File: src/hdl/utf8v_pkg.sv
// utf8v_pkg: shared types and byte-class constants for the utf-8 stream validator
// no dependencies; used by the byte channel interface, the validator top level and the bench

package utf8v_pkg;

    typedef logic [7:0] byte_t;
    typedef logic [1:0] pend_t;

    // lead and continuation classification masks and patterns
    localparam byte_t ASCII_MAX   = 8'h7F;
    localparam byte_t CONT_MASK   = 8'hC0;
    localparam byte_t CONT_PAT    = 8'h80;
    localparam byte_t LEAD2_MASK  = 8'hE0;
    localparam byte_t LEAD2_PAT   = 8'hC0;
    localparam byte_t LEAD3_MASK  = 8'hF0;
    localparam byte_t LEAD3_PAT   = 8'hE0;
    localparam byte_t LEAD4_MASK  = 8'hF8;
    localparam byte_t LEAD4_PAT   = 8'hF0;
    localparam byte_t ED_LEAD     = 8'hED;
    localparam byte_t ED_BAD_MASK = 8'hA0;

    localparam pend_t PEND_NONE  = 2'd0;
    localparam pend_t PEND_ONE   = 2'd1;
    localparam pend_t PEND_TWO   = 2'd2;
    localparam pend_t PEND_THREE = 2'd3;

    // validator state carried from byte to byte
    typedef struct packed {
        pend_t pend;
        logic  after_ed;
        logic  seen_error;
    } val_state_t;

    localparam val_state_t STATE_CLEAR = '{pend: PEND_NONE, after_ed: 1'b0, seen_error: 1'b0};

endpackage

File: src/hdl/utf8v_byte_if.sv
// utf8v_byte_if: valid/ready channel carrying one byte of a string per beat
// depends on utf8v_pkg for the byte type

interface utf8v_byte_if;
    logic              valid;
    logic              ready;
    utf8v_pkg::byte_t  data_byte;
    logic              byte_present;
    logic              string_end;

    modport source (output valid, output data_byte, output byte_present,
                    output string_end, input ready);
    modport sink   (input valid, input data_byte, input byte_present,
                    input string_end, output ready);
endinterface

File: src/hdl/utf8v_verdict_if.sv
// utf8v_verdict_if: valid/ready channel carrying one string verdict per beat
// no package dependencies

interface utf8v_verdict_if;
    logic valid;
    logic ready;
    logic string_valid;

    modport source (output valid, output string_valid, input ready);
    modport sink   (input valid, input string_valid, output ready);
endinterface

File: src/hdl/utf8_stream_validator_unit.sv
// utf8_stream_validator_unit: lenient utf-8 checker, one byte per beat, one verdict per string
// depends on utf8v_pkg, utf8v_byte_if and utf8v_verdict_if

// The block takes one byte per beat on byte_in and gives one verdict beat on
// verdict_out for each beat marked string_end; string_valid is 1 when the whole
// string is well formed. Leads C0-DF take one continuation byte, E0-EF two and
// F0-F7 three; overlong forms are accepted. A lead 80-BF or F8-FF, a missing
// continuation byte, a sequence cut off by the end of the string, or ED followed
// by A0-BF makes the string invalid. A beat with byte_present low and string_end
// high ends the string without a byte (an empty string is valid); a beat with
// both low is ignored. Throughput is one byte per clock while no end-of-string
// beat waits: a beat is taken into an input register, the state update and
// verdict are a few gates deep and land in the state and verdict registers, so
// a verdict is offered from the verdict register once its end-of-string beat has
// passed the input register. A waiting verdict does not stop the next bytes: only
// an end-of-string beat waits in the input register, blocking further beats, and
// only while the previous verdict is untaken.
module utf8_stream_validator_unit (
    input  logic              clk,
    input  logic              rst_n,
    utf8v_byte_if.sink        byte_in,
    utf8v_verdict_if.source   verdict_out
);

    // input register stage
    logic                  s1_valid_reg;
    utf8v_pkg::byte_t      s1_byte_reg;
    logic                  s1_present_reg;
    logic                  s1_end_reg;

    // string state and verdict register
    utf8v_pkg::val_state_t state_reg;
    utf8v_pkg::val_state_t state_next;
    utf8v_pkg::val_state_t upd;
    logic                  out_valid_reg;
    logic                  string_valid_reg;
    logic                  string_valid_next;

    logic                  out_free;
    logic                  s1_fire;
    logic                  in_fire;

    // verdict slot can take a new verdict when empty or being drained
    assign out_free = !out_valid_reg || verdict_out.ready;
    // bytes without string end never need the verdict slot
    assign s1_fire  = s1_valid_reg && (!s1_end_reg || out_free);
    assign byte_in.ready = !s1_valid_reg || s1_fire;
    assign in_fire  = byte_in.valid && byte_in.ready;

    // per-byte state update
    always_comb
    begin
        upd = state_reg;
        if (s1_present_reg && !state_reg.seen_error)
        begin
            if (state_reg.pend != utf8v_pkg::PEND_NONE)
            begin
                // continuation expected
                if (state_reg.after_ed
                    && ((s1_byte_reg & utf8v_pkg::ED_BAD_MASK) == utf8v_pkg::ED_BAD_MASK))
                begin
                    upd.seen_error = 1'b1;
                end
                else if ((s1_byte_reg & utf8v_pkg::CONT_MASK) != utf8v_pkg::CONT_PAT)
                begin
                    upd.after_ed   = 1'b0;
                    upd.seen_error = 1'b1;
                end
                else
                begin
                    upd.after_ed = 1'b0;
                    upd.pend     = state_reg.pend - utf8v_pkg::PEND_ONE;
                end
            end
            else
            begin
                // lead byte classification
                priority if (s1_byte_reg <= utf8v_pkg::ASCII_MAX)
                begin
                    upd.pend = utf8v_pkg::PEND_NONE;
                end
                else if ((s1_byte_reg & utf8v_pkg::LEAD2_MASK) == utf8v_pkg::LEAD2_PAT)
                begin
                    upd.pend = utf8v_pkg::PEND_ONE;
                end
                else if ((s1_byte_reg & utf8v_pkg::LEAD3_MASK) == utf8v_pkg::LEAD3_PAT)
                begin
                    upd.pend     = utf8v_pkg::PEND_TWO;
                    upd.after_ed = (s1_byte_reg == utf8v_pkg::ED_LEAD);
                end
                else if ((s1_byte_reg & utf8v_pkg::LEAD4_MASK) == utf8v_pkg::LEAD4_PAT)
                begin
                    upd.pend = utf8v_pkg::PEND_THREE;
                end
                else
                begin
                    upd.seen_error = 1'b1;
                end
            end
        end

        string_valid_next = !upd.seen_error && (upd.pend == utf8v_pkg::PEND_NONE);
        // state clears once the verdict is formed
        state_next = s1_end_reg ? utf8v_pkg::STATE_CLEAR : upd;
    end

    always_ff @(posedge clk or negedge rst_n)
    begin
        if (!rst_n)
        begin
            s1_valid_reg  <= 1'b0;
            state_reg     <= utf8v_pkg::STATE_CLEAR;
            out_valid_reg <= 1'b0;
        end
        else
        begin
            if (byte_in.ready)
            begin
                s1_valid_reg <= byte_in.valid;
            end
            if (s1_fire)
            begin
                state_reg <= state_next;
            end
            if (s1_fire && s1_end_reg)
            begin
                out_valid_reg <= 1'b1;
            end
            else if (verdict_out.ready)
            begin
                out_valid_reg <= 1'b0;
            end
        end
    end

    // payload registers, no reset needed
    always_ff @(posedge clk)
    begin
        if (in_fire)
        begin
            s1_byte_reg    <= byte_in.data_byte;
            s1_present_reg <= byte_in.byte_present;
            s1_end_reg     <= byte_in.string_end;
        end
        if (s1_fire && s1_end_reg)
        begin
            string_valid_reg <= string_valid_next;
        end
    end

    assign verdict_out.valid        = out_valid_reg;
    assign verdict_out.string_valid = string_valid_reg;

    // ed flag only lives inside an open sequence
    a_ed_needs_pend: assert property (@(posedge clk) disable iff (!rst_n)
        state_reg.after_ed |-> (state_reg.pend != utf8v_pkg::PEND_NONE))
        else $error("ed flag set with no continuation pending");

    // error stays until the string ends
    a_error_sticky: assert property (@(posedge clk) disable iff (!rst_n)
        state_reg.seen_error && !(s1_fire && s1_end_reg) |=> state_reg.seen_error)
        else $error("sticky error dropped inside a string");

    // every string end yields a verdict beat
    a_end_gives_verdict: assert property (@(posedge clk) disable iff (!rst_n)
        s1_fire && s1_end_reg |=> out_valid_reg)
        else $error("string end without verdict");

    // an accepted beat always lands in the input register
    a_accept_loads: assert property (@(posedge clk) disable iff (!rst_n)
        in_fire |=> s1_valid_reg)
        else $error("accepted beat lost");

    // a string end never overwrites an untaken verdict
    a_no_overwrite: assert property (@(posedge clk) disable iff (!rst_n)
        s1_fire && s1_end_reg |-> out_free)
        else $error("verdict overwritten");

endmodule

File: src/flat_wrapper.sv
// flat-port wrapper written by rule: the top's interface ports become plain ports
module utf8_stream_validator_unit_flat 
  (clk, rst_n, byte_in_valid, byte_in_data_byte, byte_in_byte_present, byte_in_string_end, byte_in_ready, verdict_out_valid, verdict_out_string_valid, verdict_out_ready);
  utf8v_byte_if byte_in_i ();
  utf8v_verdict_if verdict_out_i ();
  input  logic clk;
  input  logic rst_n;
  input wire logic [$bits(byte_in_i.valid)-1:0] byte_in_valid;
  input wire logic [$bits(byte_in_i.data_byte)-1:0] byte_in_data_byte;
  input wire logic [$bits(byte_in_i.byte_present)-1:0] byte_in_byte_present;
  input wire logic [$bits(byte_in_i.string_end)-1:0] byte_in_string_end;
  output wire logic [$bits(byte_in_i.ready)-1:0] byte_in_ready;
  output wire logic [$bits(verdict_out_i.valid)-1:0] verdict_out_valid;
  output wire logic [$bits(verdict_out_i.string_valid)-1:0] verdict_out_string_valid;
  input wire logic [$bits(verdict_out_i.ready)-1:0] verdict_out_ready;
  assign byte_in_i.valid = byte_in_valid;
  assign byte_in_i.data_byte = byte_in_data_byte;
  assign byte_in_i.byte_present = byte_in_byte_present;
  assign byte_in_i.string_end = byte_in_string_end;
  assign byte_in_ready = byte_in_i.ready;
  assign verdict_out_valid = verdict_out_i.valid;
  assign verdict_out_string_valid = verdict_out_i.string_valid;
  assign verdict_out_i.ready = verdict_out_ready;
  utf8_stream_validator_unit u_core (.clk(clk), .rst_n(rst_n), .byte_in(byte_in_i), .verdict_out(verdict_out_i));
endmodule
File: config.mk
export PLATFORM = sky130hd
export DESIGN_NAME = utf8_stream_validator_unit_flat
export DESIGN_NICKNAME = d
export VERILOG_FILES = /design/src/hdl/utf8v_pkg.sv /design/src/hdl/utf8v_byte_if.sv /design/src/hdl/utf8v_verdict_if.sv /design/src/hdl/utf8_stream_validator_unit.sv /design/src/flat_wrapper.sv
export SDC_FILE = /design/constraint.sdc
export NUM_CORES = 1
export LEC_CHECK = 0
export ABC_AREA = 1
export BUFFER_PORTS_ARGS = -buffer_cell sky130_fd_sc_hd__buf_2
export CAP_MARGIN = 20
export CORE_AREA = 2 2 49 51
export CTS_CLUSTER_SIZE = 30
export DETAILED_ROUTE_END_ITERATION = 10
export DIE_AREA = 0 0 51 53
export GPL_ROUTABILITY_DRIVEN = 0
export PLACE_DENSITY_LB_ADDON = 0.25
export SYNTH_ARGS = -nofsm -noshare
export SYNTH_HDL_FRONTEND = slang
export SYNTH_SLANG_ARGS = --single-unit
File: constraint.sdc
create_clock -name clk -period 3.6 [get_ports clk]
set_clock_uncertainty 0.15 [all_clocks]
set_input_delay 0.36 -clock clk [delete_from_list [all_inputs] [get_ports clk]]
set_output_delay 0.36 -clock clk [all_outputs]
set_load 0.01 [all_outputs]
# == Word-level counts from Yosys, hierarchy flattened ==
# Index checks and enable logic that the tools add are counted.
# totals
regBits,17
elab_cells,58
in_bits,14
# classes
order_cmp,1
n_eq_ne,9
n_addsub,1
mux,18
n_reduce_logical,20
# ops
operator,count
$mux 2,7
$mux 4,3
$eq 8x8->1 const B,1
$le 8x7->1 const B,1
$mux 1,7
$logic_and 1x1->1,6
$ne 3x1->1 const B,2
$reduce_and 6->1,1
$reduce_bool 2->1,3
$eq 5x5->1 const B,1
$logic_not 1->1,5
$eq 4x4->1 const B,1
$eq 3x3->1 const B,1
$logic_or 1x1->1,3
$mux 3,1
$ne 3x2->1 const B,1
$reduce_bool 3->1,1
$eq 2x2->1 const B,1
$logic_not 2->1,1
$ne 2x2->1 const B,1
$sub 2x1->2 const B,1

# == Depth between registers and ports, before layout ==
# Gate-level depths: netlist of run 1.
# logic_depth
depth_word,9
ltp_mapped,11
ltp_nobuf,11

# == Worst setup path before layout of run 1 ==
# No wires, ideal clock.
# synth_timing
kind,register to register
startpoint,reg u_core.state_reg[2] (netlist bit)
endpoint,"reg u_core.string_valid_reg (netlist: u_core.verdict_out.string_valid), data pin"
path_slack_ns,2.031
t_required_ns,3.190
t_arrival_ns,1.158
n_path_buf,0
setup_ns,0.260
path_stages_with_launch,12
period_less_slack_ns,1.569
path_cell_list,dfrtp_1 inv_1 ha_1 inv_1 nand2_2 nand2_2 inv_2 nand2_1 nand2_1 nand2_1 nand2_1 nor2_1
# synth_between
elab_chain_cells,8
# synth_lines
element,line,text
start: declaration,utf8_stream_validator_unit.sv:32,utf8v_pkg::val_state_t state_reg;
start signal: assignment,utf8_stream_validator_unit.sv:112,state_reg <= utf8v_pkg::STATE_CLEAR;
start signal: assignment,utf8_stream_validator_unit.sv:123,state_reg <= state_next;
branches (longest 5 deep; another with $sub 2x1->2),n/a,
$mux 4 *,utf8_stream_validator_unit.sv:54,if (s1_present_reg && !state_reg.seen_error)
$logic_not 2->1,utf8_stream_validator_unit.sv:102,string_valid_next = !upd.seen_error && (upd.pend == utf8v_pkg::PEND_NONE);
$logic_and 1x1->1 *,utf8_stream_validator_unit.sv:102,
via u_core.string_valid_next,utf8_stream_validator_unit.sv:37,logic string_valid_next;
end signal: assignment,utf8_stream_validator_unit.sv:147,string_valid_reg <= string_valid_next;
end: declaration,utf8_stream_validator_unit.sv:36,logic string_valid_reg;
# Mark *: on every way through the listed nets, which the timed path passes. The select of a mux whose other input is x is not followed.
# A chain may end at the register's enable or synchronous reset.

# == Final worst setup path of run 1 ==
# Ends and elaborated chain as after synthesis.

==> flow_summary_export.csv, run 1 <==
group,metric,value,unit
sta,clock.fmax,582,MHz
global_routing,grt_antenna_before_repair,0,
finish,drive_gt1_share,24.8,%
logic_synthesis,synth_top_area_cell,"edfxtp_1",
logic_synthesis,synthTopCellsByArea,"edfxtp_1 (39%), dfrtp_1 (18%), nand2_1 (10%), inv_1 (5.8%), nor2_1 (4.9%)",
logic_synthesis,synthMuxAreaShare,0,%
sta,slew_viol_final,0,
worst_setup_path,end_kind,"register",
detailed_routing,drtPass1Iterations,4,
floorplan,ios,17,
logic_synthesis,synth.avg_cell_area,9.10,µm²
floorplan,rows,17,
flow_run,maxCapViolations,0,
finish,syn_to_final_growth,18.1,%
clocking,cts_setup_buffers,0,
logic_synthesis,synth.net_count,107,
worst_setup_path,critPathArrivalTime,1620,ps
logic_synthesis,ys.flop_type,"edfxtp_1",
clocking,clock_latency,290,ps
logic_synthesis,synth.top_cell.area_share,39.5,%
clocking,cts_htree_levels,1,
pwr,leakage,0.470,nW
worst_setup_path,cp_max_fo,4,
floorplan,die_w,51,µm
sta,timing.final.crit_share,47.8,%
finish,largest_reg_flops,8,
logic_synthesis,ys.warnings.count,0,
global_routing,grt_pass1_vias,667,
pwr,power_density,425,nW/µm²
clocking,cts_tree,"done",
logic_synthesis,yosys.area_share.simple,26.6,%
logic_synthesis,synth-seq-cells,17,
logic_synthesis,ys_seq_area_share,57.4,%
logic_synthesis,async_reset_ff_share,35.3,%
min_path,hold_class,"in -> reg",
logic_synthesis,synth_cell_types,19,
placement,dp_cells,136,
sta,finalHoldWorstSlack,87.4,ps
floorplan,die_h,53,µm
detailed_routing,wl,1470,µm
clocking,cts_buffer_depth,2,
outcome,status,"complete, no violations",
finish,fin_util,46.0,%
detailed_routing,via_per_inst,4.75,
detailed_routing,drc,0,
logic_synthesis,synth_top_family_by_area,"simple AND/OR/NAND/NOR gates",
detailed_routing,vias,670,
global_routing,gr-total-overflow,0,
sta,rsz0062_at_grt,"no",
logic_synthesis,synth_commonest_cells,"nand2_1 (23), inv_1 (13), edfxtp_1 (11), nor2_1 (11), dfrtp_1 (6)",
logic_synthesis,synth_compound_area_share,8.22,%
global_routing,grt_max_degree,11,
detailed_routing,ant_nets,0,
worst_setup_path,worstSetupPathType,"reg -> reg",
clocking,cts_buffers,3,
finish,antenna_cells,0,
logic_synthesis,yosys.area_share.xor_xnor,0,%
global_routing,grt_pass1_wl,2660,µm
clocking,cts_root_buf,"clkbuf_4",
floorplan,coreArea,2150,µm²
floorplan,dieArea,2700,µm²
placement,portBuffers,16,
sta,min_period,1720,ps
pwr,ir_drop,0.239,mV
worst_setup_path,crit_required,3500,ps
clocking,cts_sinks,17,
floorplan,initial_core_util,39.0,%
logic_synthesis,synthAdderAreaFrac,1.49,%
logic_synthesis,syn_area,837,µm²
placement,dp_hpwl,1180,µm
logic_synthesis,synth-edff-count,11,
worst_setup_path,worstSetupStartpointType,"register",
finish,fin_cells,141,
sta,setup_viol,0,
pwr,total_power,420,µW
sta,worstMarginPinSlew,362,ps
logic_synthesis,synth.most_common_cell,"nand2_1",
sta,max_slew_margin,75.9,%
sta,finalSetupTns,0,ps
global_routing,gr-usage-all-layers,13.8,%
detailed_routing,drtIter0Drc,10,
finish,final_nets,129,
logic_synthesis,synthCells,92,
clocking,clkTransAtPathRegs,100,ps
sta,timing_hold_violations_final,0,
detailed_routing,avgRoutedWirePerCell,10.4,µm
[path summary, 6_finish.rpt]
kind / from / end / slack (ps) / cells past startpoint
hold / removal: byte_in_string_end / u_core.s1_end_reg / 90 / 1
min in group asynchronous: rst_n / u_core.state_reg[3] / 260 / 2
hold reg to reg: u_core.state_reg[2] / u_core.state_reg[2] / 400 / 2
setup reg to reg: u_core.state_reg[2] / u_core.verdict_out.string_valid / 1880 / 11
max in group asynchronous: rst_n / u_core.state_reg[1] / 2880 / 2
setup / recovery: u_core.state_reg[2] / u_core.verdict_out.string_valid / 1880 / 11
[what timing repair did]
action | in CTS | in global routing
endpoints found under the hold margin | 6 | 0
resized for setup | 0 | 0
hold buffers | 1 | 0
[power by group]
group | switching, mW | internal (mW)
registers | 0.0106 | 0.226
logic | 0.0514 | 0.0321
clock network | 0.0562 | 0.0431
total | 0.118 | 0.302
[routing by layer]
| layer | global-route usage [%] | routed length (µm) | share of wire (%) | vias up |
|---|---|---|---|---|
| met5 | 0 | 0 | 0 | - |
| li1 | - | - | - | 341 |
| met1 | 15.0 | 666 | 45 | 309 |
| met2 | 23.6 | 703 | 48 | 14 |
| met4 | 9.91 | 45 | 3.1 | 0 |
| met3 | 3.39 | 53 | 3.6 | 6 |
[worst max-delay path: stages (launching register included)]
cell,delay [ps]
dfrtp_1,410
inv_1,110
ha_1,220
inv_1,110
nand2_2,100
nand2_2,60
inv_2,60
nand2_1,40
nand2_1,70
nand2_1,50
nand2_1,60
nor2_1,30
[placed cells by master (no fill, tap or decap)]
cell type	netlist	final
a21oi_1	2	2
a21oi_2	2	2
buf_2	0	16
clkbuf_1	0	1
clkbuf_4	0	3
dfrtp_1	6	6
dlygate4sd3_1	0	1
edfxtp_1	11	11
ha_1	1	1
inv_1	13	13
inv_2	1	1
nand2_1	23	23
nand2_2	4	4
nand3_1	4	4
nand4_1	4	4
nor2_1	11	11
nor2_2	1	1
nor2_4	1	1
nor3b_1	1	1
o21ai_0	4	4
o21ai_1	1	1
o21bai_1	1	1
o22a_1	1	1
[logic make-up after synthesis]
group,after synthesis
simple gates,49
fa+ha+maj,1
compound gates,11
flops,17
buf+inv,14
[metrics by stage]
step,cell area (µm²),setup slack [ps]
final,988,1880
after global placement,952,1950
after CTS,988,1890
after detailed placement,952,1910
after global routing,988,1710
after floorplan,837,2030
[final cells by class]
type / instances / area, µm²
Timing Repair Buffer: 17 / 90.1
Tap cell: 28 / 35.0
Fill cell: 208 / 1160
Sequential cell: 17 / 480
Clock buffer: 4 / 26.3
Inverter: 14 / 52.6
Multi-Input combinational cell: 61 / 304
Note: power is estimated with default switching activity, not from simulation.
==> inputs of run 2 (changes only) <==
==> constraint.sdc (replaced) <==
create_clock -name clk -period 1.75 [get_ports clk]
set_clock_uncertainty 0.15 [all_clocks]
set_input_delay 0.175 -clock clk [delete_from_list [all_inputs] [get_ports clk]]
set_output_delay 0.175 -clock clk [all_outputs]
set_load 0.01 [all_outputs]
==> run 2 against run 1 <==
Net effect:
- first-iteration DRC count shrank 40%
- routed wire length rose by 11%
- count of clock-buffer cells in the layout stayed put
- highest routed layer unchanged
- die area unchanged
- largest cell class unchanged
- clock power rose by 110%
- core utilization is 6.4 points higher
==> flow_summary_export.csv, run 2 (synthesis results as in run 1) <==
group,metric,value,unit
finish,fin_area,1130,µm²
sta,timing.final.ws_setup,169,ps
pwr,power.clock.fraction,22.8,%
detailed_routing,ant_nets,0,
min_path,hold_class,"in -> async",
clocking,cts_buffers,3,
floorplan,ios,17,
sta,worstMarginPinSlew,366,ps
detailed_routing,avgRoutedWirePerCell,10.7,µm
pwr,power_density,798,nW/µm²
finish,mostFrequentLayoutCells,"nand2_1 (23), buf_2 (16), dlygate4sd3_1 (13)",
pwr,p_seq_share,54.3,%
detailed_routing,drtIter0Drc,6,
floorplan,initial_core_util,39.0,%
finish,final_common_cell,"nand2_1",
finish,largest_reg_flops,8,
floorplan,die_h,53,µm
worst_setup_path,worstSetupStartpointType,"register",
sta,clock.fmax,633,MHz
pwr,p_sw,253,µW
pwr,power.internal,646,µW
clocking,cts_root_buf,"clkbuf_4",
global_routing,grt_pass1_vias,720,
flow_run,maxCapViolations,0,
finish,fin_util,52.4,%
pwr,combPwrFrac,22.9,%
global_routing,gr-total-overflow,0,
finish,drive_gt1_share,27.2,%
clocking,cts_tree,"done",
floorplan,coreArea,2150,µm²
global_routing,grt_max_degree,11,
clocking,cts_buffer_depth,2,
floorplan,die_w,51,µm
sta,max_slew_margin,75.5,%
worst_setup_path,cp_max_fo,4,
detailed_routing,wl,1640,µm
clocking,cts_sinks,17,
worst_setup_path,ff2ff_path_depth,11,
placement,portBuffers,16,
clocking,cts_setup_buffers,0,
sta,min_period,1580,ps
detailed_routing,drtPass1Iterations,4,
detailed_routing,drc,0,
worst_setup_path,rr_endpoint,"u_core.verdict_out.string_valid",
worst_setup_path,critPathArrivalTime,1480,ps
pwr,leakage,0.520,nW
placement,dp_hpwl,1180,µm
worst_setup_path,worstSetupPathType,"reg -> reg",
floorplan,rows,17,
detailed_routing,via_per_inst,4.65,
floorplan,dieArea,2700,µm²
sta,setup_viol,0,
global_routing,grt_pass1_wl,2900,µm
worst_setup_path,r2r_setup_slack,170,ps
global_routing,gr-usage-all-layers,15.1,%
placement,post_dp_cell_area,952,µm²
sta,timing_hold_violations_final,0,
sta,finalHoldWorstSlack,81.5,ps
finish,fin_cells,153,
clocking,cts_htree_levels,1,
placement,dp_slack,60.6,ps
global_routing,grt_antenna_before_repair,0,
pwr,total_power,899,µW
worst_setup_path,end_kind,"register",
pwr,ir_drop,0.507,mV
finish,fillers,192,
worst_setup_path,crit_required,1650,ps
sta,timing.final.crit_share,90.3,%
finish,final_nets,141,
clocking,clkTransAtPathRegs,90,ps
outcome,status,"complete, no violations",
detailed_routing,vias,711,
sta,slew_viol_final,0,
sta,rsz0062_at_grt,"no",
finish,syn_to_final_growth,34.5,%
sta,finalSetupTns,0,ps
worst_setup_path,r2r-start,"u_core.state_reg[2]",
pwr,switching_share,28.2,%
finish,antenna_cells,0,
placement,dp_cells,136,
clocking,clock_latency,290,ps
-- run 2: changes by cell type in the layout (fill, tap and decap cells not counted) --
cell and change:
nor2_1 -2, nor2_2 +2, ha_4 +1, ha_1 -1, inv_1 -3, inv_2 +3, dlygate4sd3_1 +12
-- run 2: power groups by stage --
stage | registers (mW) | clock network (mW) | logic [mW]
final | 0.488 | 0.205 | 0.206
after global routing | 0.494 | 0.235 | 0.237
after CTS | 0.488 | 0.210 | 0.193
after detailed placement | 0.496 | 0 | 0.171
after global placement | 0.495 | 0 | 0.168
after floorplan | 0.495 | 0 | 0.119
-- run 2: timing repair --
item                       in CTS  in global routing
setup endpoints to repair       0                  2
resized for setup               0                  7
hold endpoints to repair       18                  0
hold buffers                   13                  0
-- run 2: per-layer routing --
| layer | global-route usage [%] | vias to the layer above | routed length (µm) |
|---|---|---|---|
| li1 | - | 367 | - |
| met1 | 16.1 | 320 | 718 |
| met2 | 26.2 | 18 | 812 |
| met3 | 3.67 | 6 | 60 |
| met4 | 10.4 | 0 | 45 |
| met5 | 0 | - | 0 |
-- run 2: area by class of cell --
type,count,area (µm²),area share [%]
tap,28,35.0,3.11
multi-input combinational,61,322,28.6
sequential,17,480,42.7
inverter,14,52.6,4.67
clock buffer,4,26.3,2.33
timing repair buffer,29,210,18.7
-- run 2: worst max path at each step --
| stage | from | to | slack (ps) | cells past startpoint |
|---|---|---|---|---|
| finish | u_core.state_reg[2] | u_core.verdict_out.string_valid | 170 | 11 |
| global route | u_core.s1_byte_reg[7] | u_core.verdict_out.string_valid | 8 | 11 |
| CTS | u_core.state_reg[2] | u_core.verdict_out.string_valid | 40 | 11 |
| detailed placement | u_core.state_reg[2] | u_core.verdict_out.string_valid | 60 | 11 |
| global placement | u_core.state_reg[2] | u_core.verdict_out.string_valid | 100 | 11 |
| floorplan | u_core.state_reg[2] | u_core.verdict_out.string_valid | 180 | 11 |
-- run 2: worst max-delay path: stages, from the launching register on --
cell and delay, ps:
dfrtp_1 430, inv_2 100, ha_4 150, inv_2 60, nand2_2 80, nand2_2 60, inv_2 60, nand2_1 40
nand2_1 70, nand2_1 50, nand2_1 60, nor2_1 30
